**config.mk**
```make
export PLATFORM = sky130hd
export DESIGN_NAME = i2c_master_byte_engine_core
export DESIGN_NICKNAME = d
export VERILOG_FILES = /design/src/sv/i2cm_pkg.sv /design/src/sv/i2cm_tick.sv /design/src/sv/i2c_master_byte_engine_core.sv
export SDC_FILE = /design/constraint.sdc
export NUM_CORES = 1
export LEC_CHECK = 0
export BUFFER_PORTS_ARGS = -buffer_cell sky130_fd_sc_hd__buf_2
export CORE_MARGIN = 3
export CORE_UTILIZATION = 40
export CTS_BUF_LIST = sky130_fd_sc_hd__clkbuf_16
export CTS_CLUSTER_SIZE = 16
export DETAILED_ROUTE_END_ITERATION = 12
export GPL_ROUTABILITY_DRIVEN = 1
export PLACE_DENSITY = 0.7
export SYNTH_ARGS = -nofsm -noshare
export SYNTH_HDL_FRONTEND = slang
export SYNTH_SLANG_ARGS = --single-unit
```
**constraint.sdc**
```tcl
create_clock -name clk_i -period 4 [get_ports clk_i]
set_input_delay 0.2 -clock clk_i [delete_from_list [all_inputs] [get_ports clk_i]]
set_output_delay 0.2 -clock clk_i [all_outputs]
set_load 0.02 [all_outputs]
```
**src/sv/i2cm_pkg.sv**
```systemverilog
// shared types and constants for the i2c master byte engine
// no dependencies; used by i2cm_tick and the top level
`default_nettype none

package i2cm_pkg;

  // command codes carried on the opcode field
  typedef enum logic [2:0] {
    OP_NONE      = 3'd0,
    OP_START     = 3'd1,
    OP_ADDR      = 3'd2,
    OP_WRITE     = 3'd3,
    OP_READ_ACK  = 3'd4,
    OP_READ_NACK = 3'd5,
    OP_STOP      = 3'd6
  } op_e;

  // configuration register indexes
  localparam int unsigned CFG_IDX_W = 1;
  localparam logic [CFG_IDX_W-1:0] CFG_SLAVE_ADDR = 1'd0;
  localparam logic [CFG_IDX_W-1:0] CFG_TICKS      = 1'd1;
  localparam logic [7:0]           TICKS_RESET    = 8'd4;

  // bit slot index of the ack slot and msb mask of the shift byte
  localparam logic [3:0] BIT_ACK   = 4'd8;
  localparam logic [7:0] SHIFT_MSB = 8'h80;

  // last phase of a bit slot or of start/stop
  localparam logic [1:0] PHASE_LAST = 2'd3;

  // engine state, line drives are {scl, sda}
  typedef struct packed {
    op_e        kind;
    logic [1:0] phase;
    logic [7:0] tick;
    logic [3:0] bit_cnt;
    logic [7:0] shift;
    logic [1:0] drives;
    logic       nack;
  } state_t;

  localparam state_t STATE_RESET = '{
    kind:    OP_NONE,
    phase:   2'd0,
    tick:    8'd0,
    bit_cnt: 4'd0,
    shift:   8'd0,
    drives:  2'd0,
    nack:    1'b0
  };

endpackage

`default_nettype wire

```
**src/sv/i2cm_tick.sv**
```systemverilog
// next-state logic for one bus tick of the i2c master byte engine
// depends on i2cm_pkg
`default_nettype none

module i2cm_tick (
  input  var i2cm_pkg::state_t cur_i,
  input  wire logic [6:0]      slave_addr_i,
  input  wire logic [7:0]      ticks_per_phase_i,
  input  wire logic [2:0]      opcode_i,
  input  wire logic [7:0]      data_byte_i,
  input  wire logic            read_not_write_i,
  input  wire logic            sda_level_i,
  output i2cm_pkg::state_t     nxt_o,
  output logic                 done_o
);

  // line pattern for a phase, {scl, sda}
  function automatic logic [1:0] drives_f(i2cm_pkg::op_e kind, logic [1:0] ph,
                                          logic [3:0] bit_cnt, logic [7:0] shift);
    logic scl;
    logic sda;
    scl = (ph == 2'd0) || (ph == i2cm_pkg::PHASE_LAST);
    sda = 1'b0;
    if (kind == i2cm_pkg::OP_START) begin
      return (ph < 2'd2) ? 2'b01 : 2'b11;
    end
    if (kind == i2cm_pkg::OP_STOP) begin
      if (ph == 2'd0) return 2'b11;
      if (ph == 2'd1) return 2'b01;
      return 2'b00;
    end
    if (kind == i2cm_pkg::OP_ADDR || kind == i2cm_pkg::OP_WRITE) begin
      sda = (bit_cnt < i2cm_pkg::BIT_ACK) && ((shift & i2cm_pkg::SHIFT_MSB) == 8'd0);
    end else begin
      sda = (bit_cnt == i2cm_pkg::BIT_ACK) && (kind == i2cm_pkg::OP_READ_ACK);
    end
    return {scl, sda};
  endfunction

  i2cm_pkg::state_t s;
  logic             sending;
  logic             phase_end;
  logic             cmd_valid;

  always_comb begin
    s         = cur_i;
    done_o    = 1'b0;
    sending   = 1'b0;
    phase_end = 1'b0;
    cmd_valid = (opcode_i >= i2cm_pkg::OP_START) && (opcode_i <= i2cm_pkg::OP_STOP);

    // take a new command when idle
    if (cur_i.kind == i2cm_pkg::OP_NONE && cmd_valid) begin
      s.kind    = i2cm_pkg::op_e'(opcode_i);
      s.phase   = 2'd0;
      s.tick    = 8'd0;
      s.bit_cnt = 4'd0;
      s.nack    = 1'b0;
      case (s.kind)
        i2cm_pkg::OP_ADDR:      s.shift = {slave_addr_i, read_not_write_i};
        i2cm_pkg::OP_WRITE:     s.shift = data_byte_i;
        i2cm_pkg::OP_READ_ACK,
        i2cm_pkg::OP_READ_NACK: s.shift = 8'd0;
        default:                s.shift = cur_i.shift;
      endcase
    end

    // advance the active command by one tick
    if (s.kind != i2cm_pkg::OP_NONE) begin
      sending   = (s.kind == i2cm_pkg::OP_ADDR) || (s.kind == i2cm_pkg::OP_WRITE);
      s.drives  = drives_f(s.kind, s.phase, s.bit_cnt, s.shift);
      phase_end = !(({1'b0, s.tick} + 9'd1) < {1'b0, ticks_per_phase_i});
      if (!phase_end) begin
        s.tick = s.tick + 8'd1;
      end else begin
        s.tick = 8'd0;
        if (s.kind == i2cm_pkg::OP_START || s.kind == i2cm_pkg::OP_STOP) begin
          if (s.phase == i2cm_pkg::PHASE_LAST) begin
            s.drives = (s.kind == i2cm_pkg::OP_START) ? 2'b11 : 2'b00;
            s.kind   = i2cm_pkg::OP_NONE;
            done_o   = 1'b1;
          end else begin
            s.phase = s.phase + 2'd1;
          end
        end else if (s.phase == 2'd1 && s.bit_cnt == i2cm_pkg::BIT_ACK && sending &&
                     sda_level_i) begin
          // slave did not acknowledge: release both lines, no stop
          s.drives = 2'b00;
          s.nack   = 1'b1;
          s.kind   = i2cm_pkg::OP_NONE;
          done_o   = 1'b1;
        end else begin
          // sample a read bit at the end of the first scl-high phase
          if (s.phase == 2'd1 && s.bit_cnt < i2cm_pkg::BIT_ACK && !sending) begin
            s.shift = {s.shift[6:0], sda_level_i};
          end
          if (s.phase == i2cm_pkg::PHASE_LAST) begin
            if (sending && s.bit_cnt < i2cm_pkg::BIT_ACK) begin
              s.shift = {s.shift[6:0], 1'b0};
            end
            if (s.bit_cnt >= i2cm_pkg::BIT_ACK) begin
              s.drives = 2'b10;
              s.kind   = i2cm_pkg::OP_NONE;
              done_o   = 1'b1;
            end else begin
              s.bit_cnt = s.bit_cnt + 4'd1;
              s.phase   = 2'd0;
            end
          end else begin
            s.phase = s.phase + 2'd1;
          end
        end
      end
    end

    nxt_o = s;
  end

endmodule

`default_nettype wire

```
**src/sv/i2c_master_byte_engine_core.sv**
```systemverilog
// i2c master byte engine, top level: config registers, state and result register
// depends on i2cm_pkg and i2cm_tick
//
// usage:
//   every input item is one bus tick from an external prescaler. it carries the
//   sampled sda level and, while the engine is idle, a command opcode with its
//   data byte or direction bit. unrecognized opcodes and commands issued while
//   busy are ignored.
//   every accepted item yields exactly one result item: the scl/sda pull-low
//   drives, busy, a one-item command-done pulse, the nack flag and the shift byte.
//   the result is registered and appears on the cycle after acceptance.
//   throughput is one item per cycle unless stalled; the tick update is a single
//   pass of logic from the state register into the state and result registers.
//   when the receiver stalls, the result register holds its item and the
//   input side stalls only if that register is full and not being taken.
//   reset clears the config to address 0 and 4 ticks per phase, idles the
//   engine with both lines released and empties the result register.
//   config writes are taken on any cycle with cfg_we_i high; write them only
//   while the engine is idle.
`default_nettype none

module i2c_master_byte_engine_core (
  input  wire logic                          clk_i,
  input  wire logic                          rst_ni,
  // configuration write port
  input  wire logic                          cfg_we_i,
  input  wire logic [i2cm_pkg::CFG_IDX_W-1:0] cfg_idx_i,
  input  wire logic [7:0]                    cfg_wdata_i,
  // input channel
  input  wire logic                          in_valid_i,
  output logic                               in_stall_o,
  input  wire logic [2:0]                    opcode_i,
  input  wire logic [7:0]                    data_byte_i,
  input  wire logic                          read_not_write_i,
  input  wire logic                          sda_level_i,
  // result channel
  output logic                               out_valid_o,
  input  wire logic                          out_stall_i,
  output logic                               scl_pull_low_o,
  output logic                               sda_pull_low_o,
  output logic                               busy_res_o,
  output logic                               command_done_o,
  output logic                               nack_seen_o,
  output logic [7:0]                         received_byte_o
);

  logic [6:0]       slave_addr_q;
  logic [7:0]       ticks_q;
  i2cm_pkg::state_t state_q;
  i2cm_pkg::state_t state_d;
  logic             done_d;
  logic             in_acc;
  logic             out_valid_q;
  logic             out_valid_d;
  logic             scl_q;
  logic             sda_q;
  logic             busy_q;
  logic             done_q;
  logic             nack_q;
  logic [7:0]       rx_q;

  // configuration registers
  always_ff @(posedge clk_i or negedge rst_ni) begin
    if (!rst_ni) begin
      slave_addr_q <= 7'd0;
      ticks_q      <= i2cm_pkg::TICKS_RESET;
    end else if (cfg_we_i) begin
      if (cfg_idx_i == i2cm_pkg::CFG_SLAVE_ADDR) slave_addr_q <= cfg_wdata_i[6:0];
      if (cfg_idx_i == i2cm_pkg::CFG_TICKS)      ticks_q      <= cfg_wdata_i;
    end
  end

  // handshake: accept whenever the result register is free or draining
  assign in_stall_o  = out_valid_q && out_stall_i;
  assign in_acc      = in_valid_i && !in_stall_o;
  assign out_valid_d = in_acc || (out_valid_q && out_stall_i);

  // per-tick next state
  i2cm_tick u_tick (
    .cur_i             (state_q),
    .slave_addr_i      (slave_addr_q),
    .ticks_per_phase_i (ticks_q),
    .opcode_i          (opcode_i),
    .data_byte_i       (data_byte_i),
    .read_not_write_i  (read_not_write_i),
    .sda_level_i       (sda_level_i),
    .nxt_o             (state_d),
    .done_o            (done_d)
  );

  // engine state
  always_ff @(posedge clk_i or negedge rst_ni) begin
    if (!rst_ni) begin
      state_q     <= i2cm_pkg::STATE_RESET;
      out_valid_q <= 1'b0;
    end else begin
      out_valid_q <= out_valid_d;
      if (in_acc) state_q <= state_d;
    end
  end

  // result register payload
  always_ff @(posedge clk_i) begin
    if (in_acc) begin
      scl_q  <= state_d.drives[1];
      sda_q  <= state_d.drives[0];
      busy_q <= (state_d.kind != i2cm_pkg::OP_NONE);
      done_q <= done_d;
      nack_q <= state_d.nack;
      rx_q   <= state_d.shift;
    end
  end

  assign out_valid_o     = out_valid_q;
  assign scl_pull_low_o  = scl_q;
  assign sda_pull_low_o  = sda_q;
  assign busy_res_o      = busy_q;
  assign command_done_o  = done_q;
  assign nack_seen_o     = nack_q;
  assign received_byte_o = rx_q;

endmodule

`default_nettype wire

```
==> results of run 1 <==
## cell type report
| cell class | instances | area [um2] |
|---|---|---|
| Fill cell | 772 | 4080 |
| Multi-Input combinational cell | 279 | 1970 |
| Sequential cell | 57 | 1490 |
| Timing Repair Buffer | 66 | 393 |
| Clock buffer | 9 | 225 |
| Tap cell | 105 | 131 |
| Inverter | 23 | 86.3 |
| Clock inverter | 7 | 77.6 |
## worst max-delay path, delay by kind of cell (launching register included)
| family | cells | cell delay (ns) |
|---|---|---|
| buf+inv | 2 | 0.23 |
| mux | 2 | 0.45 |
| flops | 1 | 0.37 |
| fa+ha+maj | 2 | 0.50 |
| compound gates | 5 | 0.60 |
| simple gates | 6 | 1.43 |
## state kept, by name (all words and copies together) (netlist names)
signal,count
slave_addr_q,7
scl_pull_low_o,1
sda_pull_low_o,1
received_byte_o,8
nack_seen_o,1
ticks_q,8
busy_res_o,1
out_valid_o,1
command_done_o,1
state_q,28
## cell usage in the layout, fill, tap and decap left out, types with 6 or more instances in the layout
cell,synthesis,routed
nand2_1,42,42
nor3_1,16,16
clkbuf_16,0,9
inv_1,23,22
a21oi_1,27,27
nor2_1,21,21
ha_1,17,15
nand3_1,10,9
nand2b_1,6,6
edfxtp_1,13,13
o21ai_0,17,16
dfrtp_1,43,43
buf_2,2,41
mux2i_1,17,17
mux2_2,22,22
buf_4,0,25
## per-layer routing
layer	vias to the layer above	global-route usage	part of all wire	wire length [um]
li1	1510	-	-	-
met1	1538	0.262	0.45	4160
met2	112	0.295	0.47	4300
met3	13	0.0353	0.067	612
met4	0	0.0622	0.013	118
met5	-	0	0	0
## worst max-delay path by stage
stage                                 start                 endpoint
floorplan                       opcode_i[1]   state_q[4]$_DFFE_PN0P_
global placement                opcode_i[1]  state_q[26]$_DFFE_PN0P_
detailed placement              opcode_i[1]  state_q[26]$_DFFE_PN0P_
CTS                 state_q[26]$_DFFE_PN0P_  state_q[26]$_DFFE_PN0P_
global route        state_q[26]$_DFFE_PN0P_  state_q[11]$_DFFE_PN0P_
finish              state_q[26]$_DFFE_PN0P_   state_q[9]$_DFFE_PN0P_
## Yosys cell counts (2+ instances only)
| cell type | instances |
|---|---|
| nand2b_1 | 6 |
| and2_1 | 4 |
| nor2b_1 | 3 |
| a211oi_1 | 2 |
| or2_2 | 2 |
| nand4_1 | 5 |
| mux2_2 | 22 |
| nand2_1 | 42 |
| or4_1 | 2 |
| a22o_1 | 5 |
| a21o_1 | 4 |
| a31oi_1 | 4 |
| o22ai_1 | 5 |
| or3_1 | 2 |
| buf_2 | 2 |
| nor3b_1 | 2 |
| a21oi_1 | 27 |
| o21bai_1 | 2 |
| ha_1 | 17 |
| a211o_1 | 2 |
| a221oi_1 | 2 |
| or4b_2 | 2 |
| nor4b_1 | 3 |
| o21ai_0 | 17 |
| o31ai_1 | 3 |
| nand3_1 | 10 |
| clkbuf_1 | 16 |
| o211ai_1 | 2 |
| dfrtp_1 | 43 |
| nor3_1 | 16 |
| nor2_1 | 21 |
| o32ai_1 | 2 |
| a41oi_1 | 2 |
| edfxtp_1 | 13 |
| mux2i_1 | 17 |
| inv_1 | 23 |
## report_power, final
part | total, mW | switching, mW | leakage [nW] | internal, mW
registers | 0.854 | 0.0961 | 0.653 | 0.758
clock network | 0.778 | 0.291 | 0.146 | 0.487
logic | 1.24 | 0.708 | 1.22 | 0.537
total | 2.88 | 1.09 | 2.02 | 1.78
## kinds of logic after synthesis
group,Yosys count,share of synthesized area
flip-flops,57,0.415
AND/OR/NAND/NOR,128,0.185
buffers and inverters,43,0.0477
multiplexers,39,0.116
AO/OA/AOI/OAI,94,0.174
XOR/XNOR,1,0.00244
adder cells (fa/ha/maj),17,0.0592
## through the flow
| step | area [um2] | cells | total power [mW] | hold WS [ns] |
|---|---|---|---|---|
| floorplan | 3640 | 379 | 1.70 | -0.0956 |
| global placement | 4070 | 530 | 2.04 | 0.413 |
| detailed placement | 4070 | 530 | 2.07 | 0.410 |
| CTS | 4370 | 546 | 2.87 | 0.0665 |
| global route | 4380 | 546 | 3.07 | 0.0961 |
| finish | 4380 | 546 | 2.88 | 0.0577 |
==> metrics.cfg, run 1 <==
[clock_tree]
postCtsResizedCells=0
cts_buffers=9
postCtsSetupRepairBufs=0
ctsRootBufferMaster=clkbuf_16
insertion_delay_ns=0.33
clockBufferDepth=2
cts_hold_buf=0
tritoncts=built
clk_pin_slew_ns=0.06
clock_sinks=57
cts_max_level=3

[global_route]
grt_pass1_vias=3102
grt_max_degree=45
grt_pass1_wl_um=15100
gr-total-overflow=0
antenna_found_initial=0
track_usage=0.188

[logic_synthesis]
synth.ff_latch_count=57
yosysSeqAreaShare=0.415
syn_inst=379
synth_area_leaders=dfrtp_1 (30%), edfxtp_1 (11%), mux2_2 (6.9%)
ys.flop_type=dfrtp_1
synth.avg_cell_area_um2=9.48
syn_nets=423
syn_area_mm2=0.00359
synth_top_area_share=0.299
synth_edf_count=13
ys_types=63
ys_warn_count=0
yosys.area.top_type=dfrtp_1
ys_async_sr_fraction=0.772

[placed_design]
place_hpwl_um=6700
gp_congestion=0.902
numPortBuffers=41
dp_slack_ns=0.0498

[setup_path]
path_cells=nor3_1 > buf_4 > o31ai_4 > and2_1 > ha_2 > nand3_2 > inv_1 > nand2_1 > a21oi_1 > ha_1 > and4_1 > a211o_1 > a221oi_2 > o21a_2 > or4_4 > mux2i_1 > mux2_2
rrSetupSlack_ns=0.29
cp.arrival_ns=3.92
start_kind=flip-flop
required_ns=4.21
worstSetupPathType=reg -> reg
r2r-end=state_q[9]$_DFFE_PN0P_
critical-path-max-stage-delay_ns=0.63
rr_worst_depth=17
crit_path_end_kind=flip-flop
cp_slowest_cell=or4_4
timing.rr.start=state_q[26]$_DFFE_PN0P_
crit_fanout=7

[timing]
finalSetupTns_ns=0
finalSetupViolCount=0
fin_crit_sh=0.927
finalClockSkew_ns=0.00434
drv_slew=0
max_slew_margin=0.311
fin_crit_ns=3.71
hold_violations=0
fmax_ghz=0.270
postLayoutSetupSlackWorst_ns=0.290
rsz0062_at_grt=false
max_slew.worst_pin.slew_ns=1.03

[floorplanning]
start_util=0.425
die_area_mm2=0.0102
die_h_um=101
rows=33
core_area_mm2=0.00846
die_w_um=101
ios=42

[hold_path]
hold_path_class=in -> async

[layout]
drive_above_1_share=0.274
nNetsFinal=480
antenna_cells=0
area_delta_synth_final_pct=21.9
final_util=0.518

[detailed_routing]
antenna_left=0
wire_per_inst_um=16.8
drc=0
drt_first_pass_iters=5
post_drt_via_cell_ratio=5.81
drtIter0Drc=224
wl_um=9190
vias=3173

[power]
pwr_density_cell_mw_per_mm2=657
p_leak_nw=2.02
peakVddDrop_uv=245

[run_status]
status=completed

[job]
maxCapViolations=0

No activity file was read; power rests on OpenSTA's default activity.
==> inputs of run 2 (changes only) <==
--- a/config.mk
+++ b/config.mk
@@ -12,6 +12,7 @@
 export CTS_CLUSTER_SIZE = 16
 export DETAILED_ROUTE_END_ITERATION = 12
 export GPL_ROUTABILITY_DRIVEN = 1
+export GPL_TIMING_DRIVEN = 0
 export PLACE_DENSITY = 0.7
 export SYNTH_ARGS = -nofsm -noshare
 export SYNTH_HDL_FRONTEND = slang
==> run 2 against run 1 <==
Critical path depth increased by 2. Sequential power increased by 2.5%. Setup slack got worse by 0.098 ns. Power increased by 2.3%. Cell count increased by 1.1%. Register-to-register slack got worse by 0.03 ns. Wire length increased by 3.9%. Highest routed layer unchanged.
==> metrics.cfg, run 2 (synthesis gave the netlist of run 1 again) <==
[run_status]
status=completed

[timing]
finalSetupViolCount=0
finalSetupTns_ns=0
fmax_ghz=0.263
fin_crit_sh=0.952
fin_crit_ns=3.81
finalClockSkew_ns=0.00519
drv_slew=0
hold_violations=0
max_slew.worst_pin.slew_ns=1.19
postLayoutSetupSlackWorst_ns=0.192
max_slew_margin=0.210

[clock_tree]
insertion_delay_ns=0.33
clockBufferDepth=2
tritoncts=built
clk_pin_slew_ns=0.06
cts_buffers=9
cts_max_level=3
ctsRootBufferMaster=clkbuf_16
clock_sinks=57

[job]
maxCapViolations=0

[setup_path]
start_kind=primary input
cp.arrival_ns=4.02
required_ns=4.22
crit_fanout=7
worstSetupPathType=in -> reg
timing.rr.start=state_q[26]$_DFFE_PN0P_
crit_path_end_kind=flip-flop
r2r-end=state_q[4]$_DFFE_PN0P_
crit_start=opcode_i[2]
endpoint=state_q[4]$_DFFE_PN0P_
rr_worst_depth=14
rrSetupSlack_ns=0.26

[detailed_routing]
wire_per_inst_um=17.3
wl_um=9550
post_drt_via_cell_ratio=5.82
antenna_left=0
drtIter0Drc=213
drc=0
drt_first_pass_iters=6
vias=3215

[layout]
final_util=0.533
final_cell_mix=nand2_1 (42), dfrtp_1 (42), buf_2 (39)
drive_above_1_share=0.291
area_delta_synth_final_pct=25.5
largest_register=state_q
nNetsFinal=486
antenna_cells=0
largest_reg_flops=28

[global_route]
grt_max_degree=45
grt_pass1_wl_um=15200
gr-total-overflow=0
antenna_found_initial=0
grt_pass1_vias=3163
track_usage=0.190

[floorplanning]
die_h_um=101
core_area_mm2=0.00846
ios=42
die_area_mm2=0.0102
rows=33
die_w_um=101
start_util=0.425

[power]
p_leak_nw=2.00
p_total_mw=2.94
pwr_density_cell_mw_per_mm2=653
peakVddDrop_uv=301

[placed_design]
numPortBuffers=41
dp_slack_ns=-0.811
gp_congestion=0.926
place_hpwl_um=6500

[hold_path]
hold_path_class=in -> async

run 2: cell types whose count changed in the layout (fill, tap and decap cells not counted), moves of 3 or more:
cell | before | now
clkbuf_1 | 0 | 12
mux2_2 | 22 | 18
buf_6 | 0 | 3
mux2_4 | 0 | 4
mux2i_2 | 0 | 4
buf_4 | 25 | 15
mux2i_1 | 17 | 11
run 2: power breakdown:
group | switching (mW) | internal, mW | total, mW | leakage, nW
sequential | 0.117 | 0.759 | 0.875 | 0.652
clock | 0.295 | 0.487 | 0.782 | 0.151
combinational | 0.725 | 0.561 | 1.29 | 1.19
run 2: metal layers:
| metal | up-vias | wire [um] | track usage |
|---|---|---|---|
| li1 | 1518 | - | - |
| met1 | 1556 | 4180 | 0.242 |
| met2 | 123 | 4700 | 0.319 |
| met3 | 18 | 523 | 0.0471 |
| met4 | 0 | 146 | 0.0539 |
| met5 | - | 0 | 0 |
run 2: worst min-delay path by stage:
stage / end / cells after the start / slack, ns
2_1_floorplan: out_valid_o$_DFF_PN0_ / 0 / -0.1
3_3_place_gp: out_valid_o$_DFF_PN0_ / 2 / 0.41
3_5_place_dp: out_valid_o$_DFF_PN0_ / 2 / 0.42
4_1_cts: out_valid_o$_DFF_PN0_ / 2 / 0.07
5_1_grt: out_valid_o$_DFF_PN0_ / 2 / 0.10
6_report: state_q[27]$_DFFE_PN0P_ / 1 / 0.05
run 2: stage by stage:
step	cells	cell area (um2)	hold slack (ns)
global placement	525	3980	0.413
global route	552	4510	0.101
detailed placement	525	3980	0.415
CTS	544	4350	0.0717
floorplan	379	3640	-0.0956
finish	552	4510	0.0529
run 2: timing repair:
item / CTS / global route
pin swaps: 3 / 12
hold buffers: 0 / 0
cloned: 0 / 0
buffers inserted: 4 / 10
resized for setup: 11 / 32
setup endpoints to repair: 41 / 39
run 2: cell type report:
class                           instances  area [um2]
Fill cell                             767        3950
Multi-Input combinational cell        279        2090
Sequential cell                        57        1490
Timing Repair Buffer                   55         315
Clock buffer                            9         225
Tap cell                              105         131
Buffer                                 17        87.6
Inverter                               23        86.3
Clock inverter                          7        76.3
run 2: critical path: stages:
cell and delay (ns):
clkbuf_4 0.15, buf_6 0.12, inv_2 0.04, ha_4 0.17, nor4bb_4 0.39, buf_4 0.20
o31a_1 0.27, or3_1 0.16, clkbuf_1 0.23, o211ai_1 0.14, o31ai_1 0.10, ha_1 0.25
a211o_1 0.12, a211o_1 0.10, a221oi_2 0.05, o21a_2 0.27, or4_4 0.55, mux2i_4 0.24
mux2_4 0.27
